### src/design/ssc_pkg.sv
// ----------------------------------------------------------------------------
// ssc_pkg: shared types and constants of the sphere collision block
// Step counts of the square-root and divider chains, register indexes and
// the side data that travels alongside the arithmetic cells.
// ----------------------------------------------------------------------------
package ssc_pkg;

  localparam int SqrtSteps = 32;
  localparam int DivSteps  = 32;
  localparam int NumLanes  = 6;
  // Stages: difference, squares, sum and compare, sqrt cells, div cells, output.
  localparam int NumStages = 3 + SqrtSteps + DivSteps + 1;

  typedef enum logic [1:0] {
    CfgCentreX = 2'd0,
    CfgCentreY = 2'd1,
    CfgCentreZ = 2'd2,
    CfgRadius  = 2'd3
  } cfg_idx_e;

  // Data that rides along the square-root chain.
  typedef struct packed {
    logic             hit;
    logic [2:0]       neg;
    logic [2:0][63:0] prod;
    logic [2:0][32:0] mag;
  } sqrt_side_t;

  // Data that rides along the divider chain.
  typedef struct packed {
    logic       hit;
    logic [2:0] neg;
  } div_side_t;

endpackage

### src/design/ssc_sqrt_cell.sv
// ----------------------------------------------------------------------------
// ssc_sqrt_cell: one digit step of the integer square root
// Takes two radicand bits, tries the next root bit and registers the result.
// ----------------------------------------------------------------------------
module ssc_sqrt_cell import ssc_pkg::*; (
  input  logic        clk_i,
  input  logic        en_i,
  input  logic [63:0] rad_i,
  input  logic [33:0] rem_i,
  input  logic [31:0] root_i,
  output logic [63:0] rad_o,
  output logic [33:0] rem_o,
  output logic [31:0] root_o
);

  logic [34:0] acc;
  logic [34:0] trial;
  logic        ge;
  logic [63:0] rad_d, rad_q;
  logic [33:0] rem_d, rem_q;
  logic [31:0] root_d, root_q;

  // The incoming remainder never exceeds twice the partial root, which has
  // at most 31 bits before the last step, so its low 33 bits carry it all.
  always_comb begin
    acc    = {rem_i[32:0], rad_i[63:62]};
    trial  = {1'b0, root_i, 2'b01};
    ge     = (acc >= trial);
    rem_d  = ge ? 34'(acc - trial) : acc[33:0];
    root_d = {root_i[30:0], ge};
    rad_d  = {rad_i[61:0], 2'b00};
  end

  always_ff @(posedge clk_i) begin
    if (en_i) begin
      rad_q  <= rad_d;
      rem_q  <= rem_d;
      root_q <= root_d;
    end
  end

  assign rad_o  = rad_q;
  assign rem_o  = rem_q;
  assign root_o = root_q;

endmodule

### config.mk
export PLATFORM = sky130hd
export DESIGN_NAME = ssc_sqrt_cell
export DESIGN_NICKNAME = d
export VERILOG_FILES = /design/src/design/ssc_pkg.sv /design/src/design/ssc_sqrt_cell.sv
export SDC_FILE = /design/constraint.sdc
export NUM_CORES = 1
export LEC_CHECK = 0
export BUFFER_PORTS_ARGS = -buffer_cell sky130_fd_sc_hd__buf_4
export CAP_MARGIN = 10
export CORE_AREA = 2 2 165 103
export CTS_CLUSTER_SIZE = 24
export DETAILED_ROUTE_END_ITERATION = 10
export DIE_AREA = 0 0 167 105
export GPL_ROUTABILITY_DRIVEN = 0
export PLACE_DENSITY = 0.7
export SYNTH_ARGS = -nofsm -noshare
export SYNTH_HDL_FRONTEND = slang
export SYNTH_SLANG_ARGS = --single-unit
### constraint.sdc
create_clock -name clk_i -period 2.95 [get_ports clk_i]
set_input_delay 0.59 -clock clk_i [delete_from_list [all_inputs] [get_ports clk_i]]
set_output_delay 0.59 -clock clk_i [all_outputs]
set_load 0.05 [all_outputs]
==> results.md <==
- Status: finished, final reports clean
- Worst Path Required: 3110 ps
- RSZ-0062 raised after global routing: false
- Top library cells by usage in the layout, fill and taps aside: 351 x buf_4, 128 x edfxtp_1, 47 x nand2_1
- Tightest slew margin relative to the limit: 55.7%
- Min setup slack post-route: 128 ps
- Endpoint class of the critical path: flop
- Via count of the first global-routing pass: 5547
- Inst Count DP: 1058
- Worst Max-Slew Pin Slew: 663 ps
- Category of the critical setup timing path: input pin to flop
- Per-cell routed wire length: 16.4 um
- Top-level I/O count: 262
- Setup WS pre-CTS: -242 ps
- GR Layer Usage met2: 32.7%
- Count of flip-flops with a built-in enable after synthesis: 128
- Number of max-cap violations: 0
- Largest net degree at the start of global routing: 60
- Clock root cell: clkbuf_16
- Worst hold path type: input pin to flop
- Placed instance area: 0.00916 mm^2
- Diode count: 0
- Post-route setup TNS: 0 ps
- Detail Route Antenna Nets: 0
- Clock slew seen by the registers of the worst setup and hold paths: 60 ps
- Startpoint type of the worst setup path: input pin
- Die area: 0.0175 mm^2
- Post CTS Setup Buffer Count: 0
- Area growth from synthesis to layout: 55.7%
- Initial cell density of the core: 39.6%
- Yosys warns: 0
- Routing usage on met1: 26.9%
- Total count of hold-check failures in the final report: 0
- Hold depth: 1
- Maximum buffer depth of the clock tree: 2
- Global-route wire length before repair: 28400 um
- Pre-antenna DRT Iters: 5
- Dpl hpwl: 14000 um
- Fin nets: 1034
- Main synth FF type: edfxtp_1
- Final worst path period need: 2820 ps
- Via count: 5438
- Maximum achievable frequency: 354 MHz
- Placeable core region: 0.0159 mm^2
- Fraction of layout instances using a drive strength above 1: 45.4%
- CTS Buf Count: 17
- Overall track demand over capacity in global routing: 20.6%
- Count of non-filler cells in the finished layout: 1090
- Global route hottest layer: met2
- DRC: 0
- Critical-path maximum fanout: 5
- Worst IR Drop VDD: 0.371 mV
- Chip height: 105 um
- Sum of overflow across all layers after global routing: 0
- Post-synthesis instance area: 0.00629 mm^2
- Fill cell total of the finished layout: 1303
- Seq/Total Area, Yosys: 61.1%
- Initial antenna violation count: 0
- Critical Path AT: 2980 ps
- CTS tree: yes
- Power per cell area: 650 mW/mm^2
- Total wirelength of the detailed-routed design: 17900 um
- Final worst hold slack: 351 ps
- Max-slew violation count: 0
- Clk sink count: 128
- Post-detailed-route via-to-cell ratio: 4.99
- Mean instance size in the synthesized netlist: 12.4 um^2
- Commonest non-fill, non-tap cell in the layout: buf_4
- Final standard cell area without fillers: 0.00979 mm^2
- Port-buffer cells: 258
- Htree depth: 4
- Power consumption: 6.37 mW
- Fraction of the cycle the final worst path needs: 95.7%
- Met3 usage in global routing: 7.39%
- Share of the core filled with cells: 61.6%
- Yosys reg bits: 128
- Endpoints failing setup: 0
- Leakage component of the power: 4.39 nW
- Cells after synthesis: 509
- Share of flip-flops with an asynchronous set or reset after synthesis: 0%
- Initial DRC count: 502
- Die width: 167 um
- Std-Cell Rows: 36
- Distinct cells, synth: 62
==> power by group <==
part           switching [mW]  internal [mW]
Sequential             0.0506           2.22
Combinational            1.17          0.689
Clock                   0.811           1.43
==> path summary, 6_finish.rpt <==
path,to,start
worst max-delay path,rem_o[30]$_DFFE_PP_,root_i[10]
worst min-delay path,rad_o[26]$_DFFE_PP_,rad_i[24]
==> logic make-up (layout without fill, tap and decap cells) <==
group | Yosys count | count (layout) | synth area share, %
xor gates and xnor gates | 22 | 22 | 3.06
AOI/OAI and AO/OA | 141 | 141 | 14.5
DFF | 128 | 128 | 61.1
buffers and inverters | 59 | 430 | 4.16
other | 1 | 2 | 0.0596
muxes | 5 | 5 | 0.895
and+or+nand+nor | 119 | 119 | 9.45
adders and majority gates | 34 | 34 | 6.76
==> registers in the layout, indices dropped and copies added, names as in the netlist <==
register	cells
root_o	32
rem_o	34
rad_o	62
==> synthesized netlist by cell type (2+ instances only) <==
library cell / n / area (um^2)
buf_6: 3 / 33.8
o211ai_1: 2 / 15.0
xnor2_1: 16 / 140
o21ai_0: 42 / 210
a211o_1: 3 / 26.3
a31o_2: 2 / 17.5
a31oi_1: 6 / 37.5
inv_1: 43 / 161
or3_1: 2 / 12.5
nor3_1: 8 / 40.0
and3_1: 3 / 18.8
o21a_1: 8 / 60.1
nand3_1: 10 / 50.1
o21bai_1: 4 / 30.0
edfxtp_1: 128 / 3840
a211oi_1: 2 / 15.0
a21o_1: 11 / 82.6
ha_1: 34 / 425
a21oi_1: 36 / 180
mux2i_1: 3 / 30.0
nor2b_1: 5 / 31.3
nand2b_1: 5 / 31.3
clkbuf_1: 4 / 15.0
buf_4: 3 / 22.5
nand2_1: 47 / 176
xor2_1: 6 / 52.6
or4_1: 3 / 22.5
o41ai_1: 2 / 17.5
buf_2: 5 / 25.0
nand4_1: 4 / 25.0
o31a_1: 3 / 26.3
nor2_1: 20 / 75.1
and2_1: 3 / 18.8
o31ai_1: 5 / 37.5
==> area by class of cell <==
class / instances / area, um^2 / area share, %
sequential: 128 / 3840 / 39.2
timing repair buffer: 354 / 2690 / 27.4
multi-input combinational: 323 / 2200 / 22.5
clock buffer: 17 / 425 / 4.34
tap: 209 / 262 / 2.67
clock inverter: 15 / 208 / 2.12
inverter: 44 / 165 / 1.69
==> metal layers <==
layer	vias to the layer above	wire length, um
li1	2611	-
met3	22	1670
met5	-	0
met2	260	8220
met1	2545	7810
met4	0	217
==> worst max-delay path: stages <==
cell and delay [ps]:
buf_4 90, inv_1 40, ha_1 350, buf_4 150
nand2_1 40, o21ai_0 180, buf_4 170, a21oi_1 50
nor2_1 210, o41ai_4 140, buf_4 190, o41ai_1 510
xnor2_1 180, o21ai_0 100
==> repair_timing <==
| action | CTS | global route |
|---|---|---|
| setup endpoints to repair | 0 | 2 |
| endpoints found under the hold margin | 0 | 0 |
| gates resized for setup | 0 | 1 |
| hold buffers | 0 | 0 |
Power figures use the tool's default switching activity.
