--- config.mk ---
export PLATFORM = sky130hd
export DESIGN_NAME = ssc_div_cell
export DESIGN_NICKNAME = d
export VERILOG_FILES = /design/src/design/ssc_pkg.sv /design/src/design/ssc_div_cell.sv
export SDC_FILE = /design/constraint.sdc
export NUM_CORES = 1
export LEC_CHECK = 0
export ABC_AREA = 1
export CORE_AREA = 2 2 125 127
export DETAILED_ROUTE_END_ITERATION = 10
export DIE_AREA = 0 0 127 129
export DONT_BUFFER_PORTS = 1
export PLACE_DENSITY = 0.69
export SKIP_LAST_GASP = 1
export SLEW_MARGIN = 20
export SYNTH_ARGS = -nofsm -noshare
export SYNTH_HDL_FRONTEND = slang
export SYNTH_SLANG_ARGS = --single-unit
--- constraint.sdc ---
create_clock -name clk_i -period 5.4 [get_ports clk_i]
set_clock_uncertainty 0.05 [all_clocks]
set_input_delay 0.54 -clock clk_i [delete_from_list [all_inputs] [get_ports clk_i]]
set_output_delay 0.54 -clock clk_i [all_outputs]
set_load 0.01 [all_outputs]
--- src/design/ssc_pkg.sv ---
// ----------------------------------------------------------------------------
// ssc_pkg: shared types and constants of the sphere collision block
// Step counts of the square-root and divider chains, register indexes and
// the side data that travels alongside the arithmetic cells.
// ----------------------------------------------------------------------------
package ssc_pkg;

  localparam int SqrtSteps = 32;
  localparam int DivSteps  = 32;
  localparam int NumLanes  = 6;
  // Stages: difference, squares, sum and compare, sqrt cells, div cells, output.
  localparam int NumStages = 3 + SqrtSteps + DivSteps + 1;

  typedef enum logic [1:0] {
    CfgCentreX = 2'd0,
    CfgCentreY = 2'd1,
    CfgCentreZ = 2'd2,
    CfgRadius  = 2'd3
  } cfg_idx_e;

  // Data that rides along the square-root chain.
  typedef struct packed {
    logic             hit;
    logic [2:0]       neg;
    logic [2:0][63:0] prod;
    logic [2:0][32:0] mag;
  } sqrt_side_t;

  // Data that rides along the divider chain.
  typedef struct packed {
    logic       hit;
    logic [2:0] neg;
  } div_side_t;

endpackage

--- src/design/ssc_div_cell.sv ---
// ----------------------------------------------------------------------------
// ssc_div_cell: one quotient bit of a restoring division
// Shifts in one numerator bit, subtracts the divisor when it fits.
// ----------------------------------------------------------------------------
module ssc_div_cell import ssc_pkg::*; (
  input  logic        clk_i,
  input  logic        en_i,
  input  logic [63:0] num_i,
  input  logic [31:0] rem_i,
  input  logic [31:0] quo_i,
  input  logic [31:0] den_i,
  output logic [63:0] num_o,
  output logic [31:0] rem_o,
  output logic [31:0] quo_o,
  output logic [31:0] den_o
);

  logic [32:0] acc;
  logic        ge;
  logic [63:0] num_q;
  logic [31:0] rem_d, rem_q, quo_q, den_q;

  always_comb begin
    acc   = {rem_i, num_i[63]};
    ge    = (acc >= {1'b0, den_i});
    rem_d = ge ? 32'(acc - {1'b0, den_i}) : acc[31:0];
  end

  always_ff @(posedge clk_i) begin
    if (en_i) begin
      num_q <= {num_i[62:0], 1'b0};
      rem_q <= rem_d;
      quo_q <= {quo_i[30:0], ge};
      den_q <= den_i;
    end
  end

  assign num_o = num_q;
  assign rem_o = rem_q;
  assign quo_o = quo_q;
  assign den_o = den_q;

endmodule

==> run metrics, run 1 <==
wire length of the first global-routing pass=28350 um; highest clock rate=374.9 MHz; share of flip-flops with an asynchronous set or reset after synthesis=0%; number of rows in the core area=45; clk sinks=159; post-route minimum period=2.667 ns; headroom to the max-slew limit=38.59%; yosys warns=0; global-route usage over all layers=23.18%; total of hold buffers inserted after clock tree synthesis=0; final core utilization=58.44%; post-synthesis sequential area ratio=59.83%; Data arrival, critical path=2.79 ns; H-tree lvl count=4; Chip Height=129 um; sequential cell area=0.004775 mm2; total clock buffers created by CTS=17; antenna viol nets, final=0; Remaining Overflow, GRT=0; run status=finished, final reports clean; area share of the largest cell type after synthesis=59.83%; antenna violations before repair=1; detail-routed net length per standard cell=18.89 um; met3 layer wire length in the routed design=1174 um; most common cell after layout, fill and taps aside=nand2_1; setup TNS=0 ns; CTS tree=yes; class of the most critical hold timing path=primary input to flip-flop; die footprint=0.01638 mm2; area growth from synthesis to layout=9.674%; RSZ-0062 raised after global routing=no; Mapped Avg Cell Area=9.816 um2; synthesized netlist cell count=813; total of fill cells in the finished design=1297; Via-to-Cell Ratio=5.190; type of element launching the critical path=primary input; Detailed Place HPWL=14890 um; Clk Tree Root Cell=clkbuf_16; # resized after CTS=0; met2 wire len=9836 um; commonest cells after routing, fill and taps aside=nand2_1 (276), edfxtp_1 (159), inv_1 (149), nand3_1 (52), nor2_1 (34); count of buffers from port buffering=0; number of global-route vias before repair=5144; period utilization=49.39%; number of buffers inserted by post-CTS setup repair=0; total of flip-flops plus latches after synthesis=159; met1 routed wirelength after detailed routing=7942 um; Hold Violations, Final=0; cell taking the most area after synthesis=edfxtp_1; endpoint of the most critical setup path=rem_o[0]$_DFFE_PP_; Setup violations, final=0; routability congestion estimate from global placement=0.8441; fraction of final layout cells with drive strength greater than 1=7.683%; drt first-iter violations=354; number of detailed-route iterations in the first pass=4; element type at the critical path end=flip-flop; multi-input logic area=0.002546 mm2; top routing layer in use=met4; type of the worst setup path=primary input to flip-flop; effective utilization at floorplan=53.28%; most frequently used flop master after synthesis=edfxtp_1; largest vdd supply drop=0.2217 mV; I/O Pins=322; drt drc=0; Distinct cells, synth=31; highest fanout seen on the critical path=35; Die Width=127 um; final setup slack of the worst path=2.733 ns; syn nets=1008; Tightest Pin Transition=0.9189 ns; Max Cap Violations=0; pwr/cell area=368.0 mW/mm2; synthesized cell area=0.007980 mm2; number of enable-type register cells in the synthesized netlist=159; pin count of the biggest net entering global routing=160; clock slew at reported path FFs=0.07 ns; worst setup path startpoint=den_i[23]; biggest area contributors in the synthesized netlist=edfxtp_1 (60%), nand2_1 (13%), inv_1 (7.0%); number of nets in the finished design=1016; total via count in the routed design=5304; Core Region=0.01498 mm2; Longest Clk Path Bufs=2; static power due to leakage=4.017 nW; total routed wirelength=19300 um; pre-CTS WS=2.237 ns; required time of the worst setup path=5.52 ns; final number of max-transition violations=0
## area by class of cell
type,instances,area share [%]
diodes,1,0.02859
clock inverters,14,2.259
multi-input cells,491,29.09
clock buffers,17,4.861
inverters,152,6.519
well taps,188,2.688
flip-flops and latches,159,54.55
## worst max-delay path, stage by stage
cell,delay (ns)
inv_1,0.02
ha_1,0.34
nand2_1,0.16
nor2_1,0.10
nand2_1,0.10
nor2_2,0.07
nand2_1,0.06
nand3_1,0.10
nor2_4,0.71
nand2_8,0.32
nand2_1,0.15
o21ai_0,0.09
## how the worst min path moves through the flow
stage	from	end	slack, ns	depth (start not counted)
after floorplan	den_i[0]	den_o[0]$_DFFE_PP_	0.59	0
after global routing	den_i[0]	den_o[0]$_DFFE_PP_	0.13	0
final	den_i[24]	den_o[24]$_DFFE_PP_	0.15	0
after detailed placement	quo_i[26]	quo_o[27]$_DFFE_PP_	0.59	0
after CTS	den_i[3]	den_o[3]$_DFFE_PP_	0.13	0
after global placement	num_i[60]	num_o[61]$_DFFE_PP_	0.59	0
## state kept, by name, indices dropped and copies added (netlist names)
signal  cells
rem_o      32
quo_o      32
num_o      63
den_o      32
## metrics by stage
step / std cells / hold slack, ns / area [um2] / power, mW
finish: 1022 / 0.1492 / 8752 / 3.221
global route: 1022 / 0.1298 / 8752 / 3.351
detailed placement: 990 / 0.5889 / 8127 / 1.990
floorplan: 813 / 0.5889 / 7980 / 1.895
CTS: 1021 / 0.1301 / 8750 / 3.253
global placement: 990 / 0.5889 / 8127 / 1.984
## where the power goes
| group | switching, mW | total [mW] | internal [mW] |
|---|---|---|---|
| registers | 0.112 | 1.62 | 1.50 |
| logic | 0.227 | 0.345 | 0.118 |
| clock network | 0.516 | 1.26 | 0.743 |
| total | 0.854 | 3.22 | 2.37 |
## layer usage
metal  track usage, %  vias to the layer above
met3            6.237                       30
met1            27.87                     2450
met5                0                        -
met4            8.468                        0
li1                 -                     2625
met2            40.35                      199
## Yosys cell counts, types with 2 or more instances
cell / number
nand2_1: 276
nor3_2: 2
buf_2: 7
xor2_1: 13
inv_1: 149
inv_2: 3
and2_1: 8
edfxtp_1: 159
nand3_2: 16
nand3b_1: 10
nor2_2: 5
ha_1: 32
nand2_2: 4
nor3_1: 6
nor2_1: 34
o21ai_0: 2
nand3_1: 52
a21oi_1: 21
nand4_1: 2
## logic make-up after synthesis
| group | after synthesis | share of synthesized area, % |
|---|---|---|
| compound gates | 24 | 1.537 |
| xor+xnor | 14 | 1.537 |
| fa+ha+maj | 33 | 5.268 |
| buf+inv | 163 | 8.263 |
| flops | 159 | 59.83 |
| other cells | 1 | 0.04699 |
| simple gates | 419 | 23.52 |
No activity file was read; power rests on OpenSTA's default activity.
==> inputs of run 2 (changes only) <==
--- a/config.mk
+++ b/config.mk
@@ -5,12 +5,12 @@
 export SDC_FILE = /design/constraint.sdc
 export NUM_CORES = 1
 export LEC_CHECK = 0
-export ABC_AREA = 1
-export CORE_AREA = 2 2 125 127
+export ABC_AREA = 0
+export CORE_AREA = 2 2 127 129
 export DETAILED_ROUTE_END_ITERATION = 10
-export DIE_AREA = 0 0 127 129
+export DIE_AREA = 0 0 129 131
 export DONT_BUFFER_PORTS = 1
-export PLACE_DENSITY = 0.69
+export PLACE_DENSITY = 0.62
 export SKIP_LAST_GASP = 1
 export SLEW_MARGIN = 20
 export SYNTH_ARGS = -nofsm -noshare
==> constraint.sdc (replaced) <==
create_clock -name clk_i -period 2.75 [get_ports clk_i]
set_clock_uncertainty 0.05 [all_clocks]
set_input_delay 0.275 -clock clk_i [delete_from_list [all_inputs] [get_ports clk_i]]
set_output_delay 0.275 -clock clk_i [all_outputs]
set_load 0.01 [all_outputs]
==> run metrics, run 2 <==
I/O Pins=322; Core Region=0.01560 mm2; hold slack=-0.09675 ns; total of flip-flops plus latches after synthesis=159; total via count in the routed design=4876; Max Cap Violations=0; final setup slack of the worst path=0.3288 ns; Ant. Diodes=0; clk sinks=159; most common cell after layout, fill and taps aside=edfxtp_1; total of hold buffers inserted after clock tree synthesis=133; setup TNS=0 ns; Detailed Place HPWL=12110 um; most repeated library cell on the critical path=a21oi_1; Clk Tree Root Cell=clkbuf_16; largest vdd supply drop=0.4086 mV; die footprint=0.01690 mm2; CTS tree=yes; clock slew at reported path FFs=0.07 ns; Via-to-Cell Ratio=5.176; number of rows in the core area=46; number of enable-type register cells in the synthesized netlist=159; total of fill cells in the finished design=1169; most frequently used flop master after synthesis=edfxtp_1; share of flip-flops with an asynchronous set or reset after synthesis=0%; Hold Violations, Final=32; Distinct cells, synth=50; pwr/cell area=663.1 mW/mm2; post-layout instance count excluding filler cells=942; static power due to leakage=3.818 nW; synthesized cell area=0.007113 mm2; Die Width=129 um; Switching Share=27.06%; number of buffers inserted by post-CTS setup repair=0; final core utilization=62.05%; total design power=6.417 mW; switching power total=1.737 mW; global-route usage over all layers=20.70%; fraction of final layout cells with drive strength greater than 1=14.33%; routability congestion estimate from global placement=0.9204; slowest CP cell=fa_1; number of nets in the finished design=908; worst setup path startpoint=num_i[63]; proportion of power drawn by the clock network=36.3%; antenna violations before repair=0; type of the worst setup path=primary input to flip-flop; most instantiated cells after synthesis=edfxtp_1 (159), a21oi_1 (54), inv_1 (46); final number of max-transition violations=0; max FFs per register=63; post-route minimum period=2.421 ns; post-synthesis sequential area ratio=67.12%; effective utilization at floorplan=45.60%; cell-by-cell listing of the critical path=inv_1, ha_1, fa_1, nor2b_1, o2111ai_1, a21oi_1, o31ai_1, a21oi_2, a21oi_1, nand4b_1, mux2_4; placed cell count=775; element type at the critical path end=flip-flop; Chip Height=131 um; instance area at placement=0.007731 mm2; leading cell type by number of instances after synthesis=edfxtp_1; endpoint of the most critical setup path=rem_o[24]$_DFFE_PP_; Comb pwr share=13.9%; pin count of the biggest net entering global routing=160; violated checks=hold timing; drt first-iter violations=211; highest fanout seen on the critical path=6; yosys warns=0; area growth from synthesis to layout=36.06%; commonest cells after routing, fill and taps aside=edfxtp_1 (159), dlygate4sd3_1 (135), a21oi_1 (54), buf_4 (54), inv_1 (46); total routed wirelength=18310 um; synthesized netlist cell count=520; Flop pwr share=49.8%; area share of the largest cell type after synthesis=67.12%; internal power=4.680 mW; antenna viol nets, final=0; syn nets=715; Setup violations, final=0; type of element launching the critical path=primary input; biggest area contributors in the synthesized netlist=edfxtp_1 (67%), ha_1 (5.6%), a21oi_1 (3.8%); max incr delay on CP=0.39 ns; Design Area, Final=0.009678 mm2; H-tree lvl count=4; run status=complete, but fails checks; # resized after CTS=0; total clock buffers created by CTS=17; Mapped Avg Cell Area=13.68 um2; pre-CTS WS=-0.1101 ns; Remaining Overflow, GRT=0; required time of the worst setup path=2.89 ns; number of detailed-route iterations in the first pass=4; highest clock rate=413.0 MHz; Data arrival, critical path=2.56 ns; wire length of the first global-routing pass=26080 um; period utilization=88.04%; count of buffers from port buffering=0; cell taking the most area after synthesis=edfxtp_1; drt drc=0; Longest Clk Path Bufs=2; number of global-route vias before repair=4946; RSZ-0062 raised after global routing=no; class of the most critical hold timing path=primary input to flip-flop; detail-routed net length per standard cell=19.44 um
## run 2: cell types whose count changed after synthesis, sizes merged, moves of 7 or more
cell | before | now
a21oi | 21 | 55
nand3b | 10 | 1
o31ai | 0 | 7
o21ai | 2 | 21
nand2 | 282 | 24
mux2 | 0 | 8
a21o | 0 | 8
xnor2 | 1 | 16
nand2b | 0 | 7
inv | 152 | 46
nand3 | 68 | 8
## run 2: critical path: cells and delay by family
family	cells	cell delay, ns
compound gates	5	1.04
simple gates	2	0.37
buf+inv	1	0.02
mux	1	0.27
fa+ha+maj	2	0.60
## run 2: final cells by class
type	instances	area [um2]	share of cell area (%)
well taps	216	270.3	2.793
clock inverters	15	170.2	1.758
repair buffers	192	1817	18.77
clock buffers	17	425.4	4.396
flip-flops and latches	159	4775	49.33
multi-input cells	297	2048	21.16
inverters	46	172.7	1.784
## run 2: cells by family (layout without fill, tap and decap cells)
| kind of cell | Yosys count | after routing | share of synthesized area (%) |
|---|---|---|---|
| compound gates | 120 | 120 | 10.29 |
| mux | 10 | 10 | 1.970 |
| simple gates | 107 | 107 | 7.353 |
| other cells | 1 | 1 | 0.05272 |
| xor+xnor | 26 | 26 | 3.201 |
| flops | 159 | 159 | 67.12 |
| buf+inv | 64 | 270 | 4.098 |
| fa+ha+maj | 33 | 33 | 5.910 |
## run 2: power by group through the flow
stage / combinational (mW) / sequential [mW] / clock (mW)
after global placement: 0.719 / 3.24 / 0
final: 0.895 / 3.19 / 2.33
after global routing: 0.986 / 3.21 / 2.48
after detailed placement: 0.728 / 3.24 / 0
after CTS: 0.890 / 3.19 / 2.35
after floorplan: 0.506 / 3.19 / 0
## run 2: how the worst min path moves through the flow
stage                     startpoint                  end  depth (start not counted)
after floorplan             den_i[0]   den_o[0]$_DFFE_PP_                          0
after global placement     num_i[58]  num_o[59]$_DFFE_PP_                          0
after detailed placement    quo_i[7]   quo_o[8]$_DFFE_PP_                          0
after CTS                       en_i  den_o[23]$_DFFE_PP_                          0
after global routing            en_i  den_o[23]$_DFFE_PP_                          0
final                           en_i  rem_o[19]$_DFFE_PP_                          0
## run 2: layer usage
layer  share of wire [%]  vias to the layer above  track usage, %  wire, um
li1                    -                     2307               -         -
met1                  37                     2315           22.34      6837
met2                  53                      221           37.22      9639
met3                 7.2                       33           6.922      1322
met4                 2.8                        0           9.015       512
met5                   0                        -               0         0
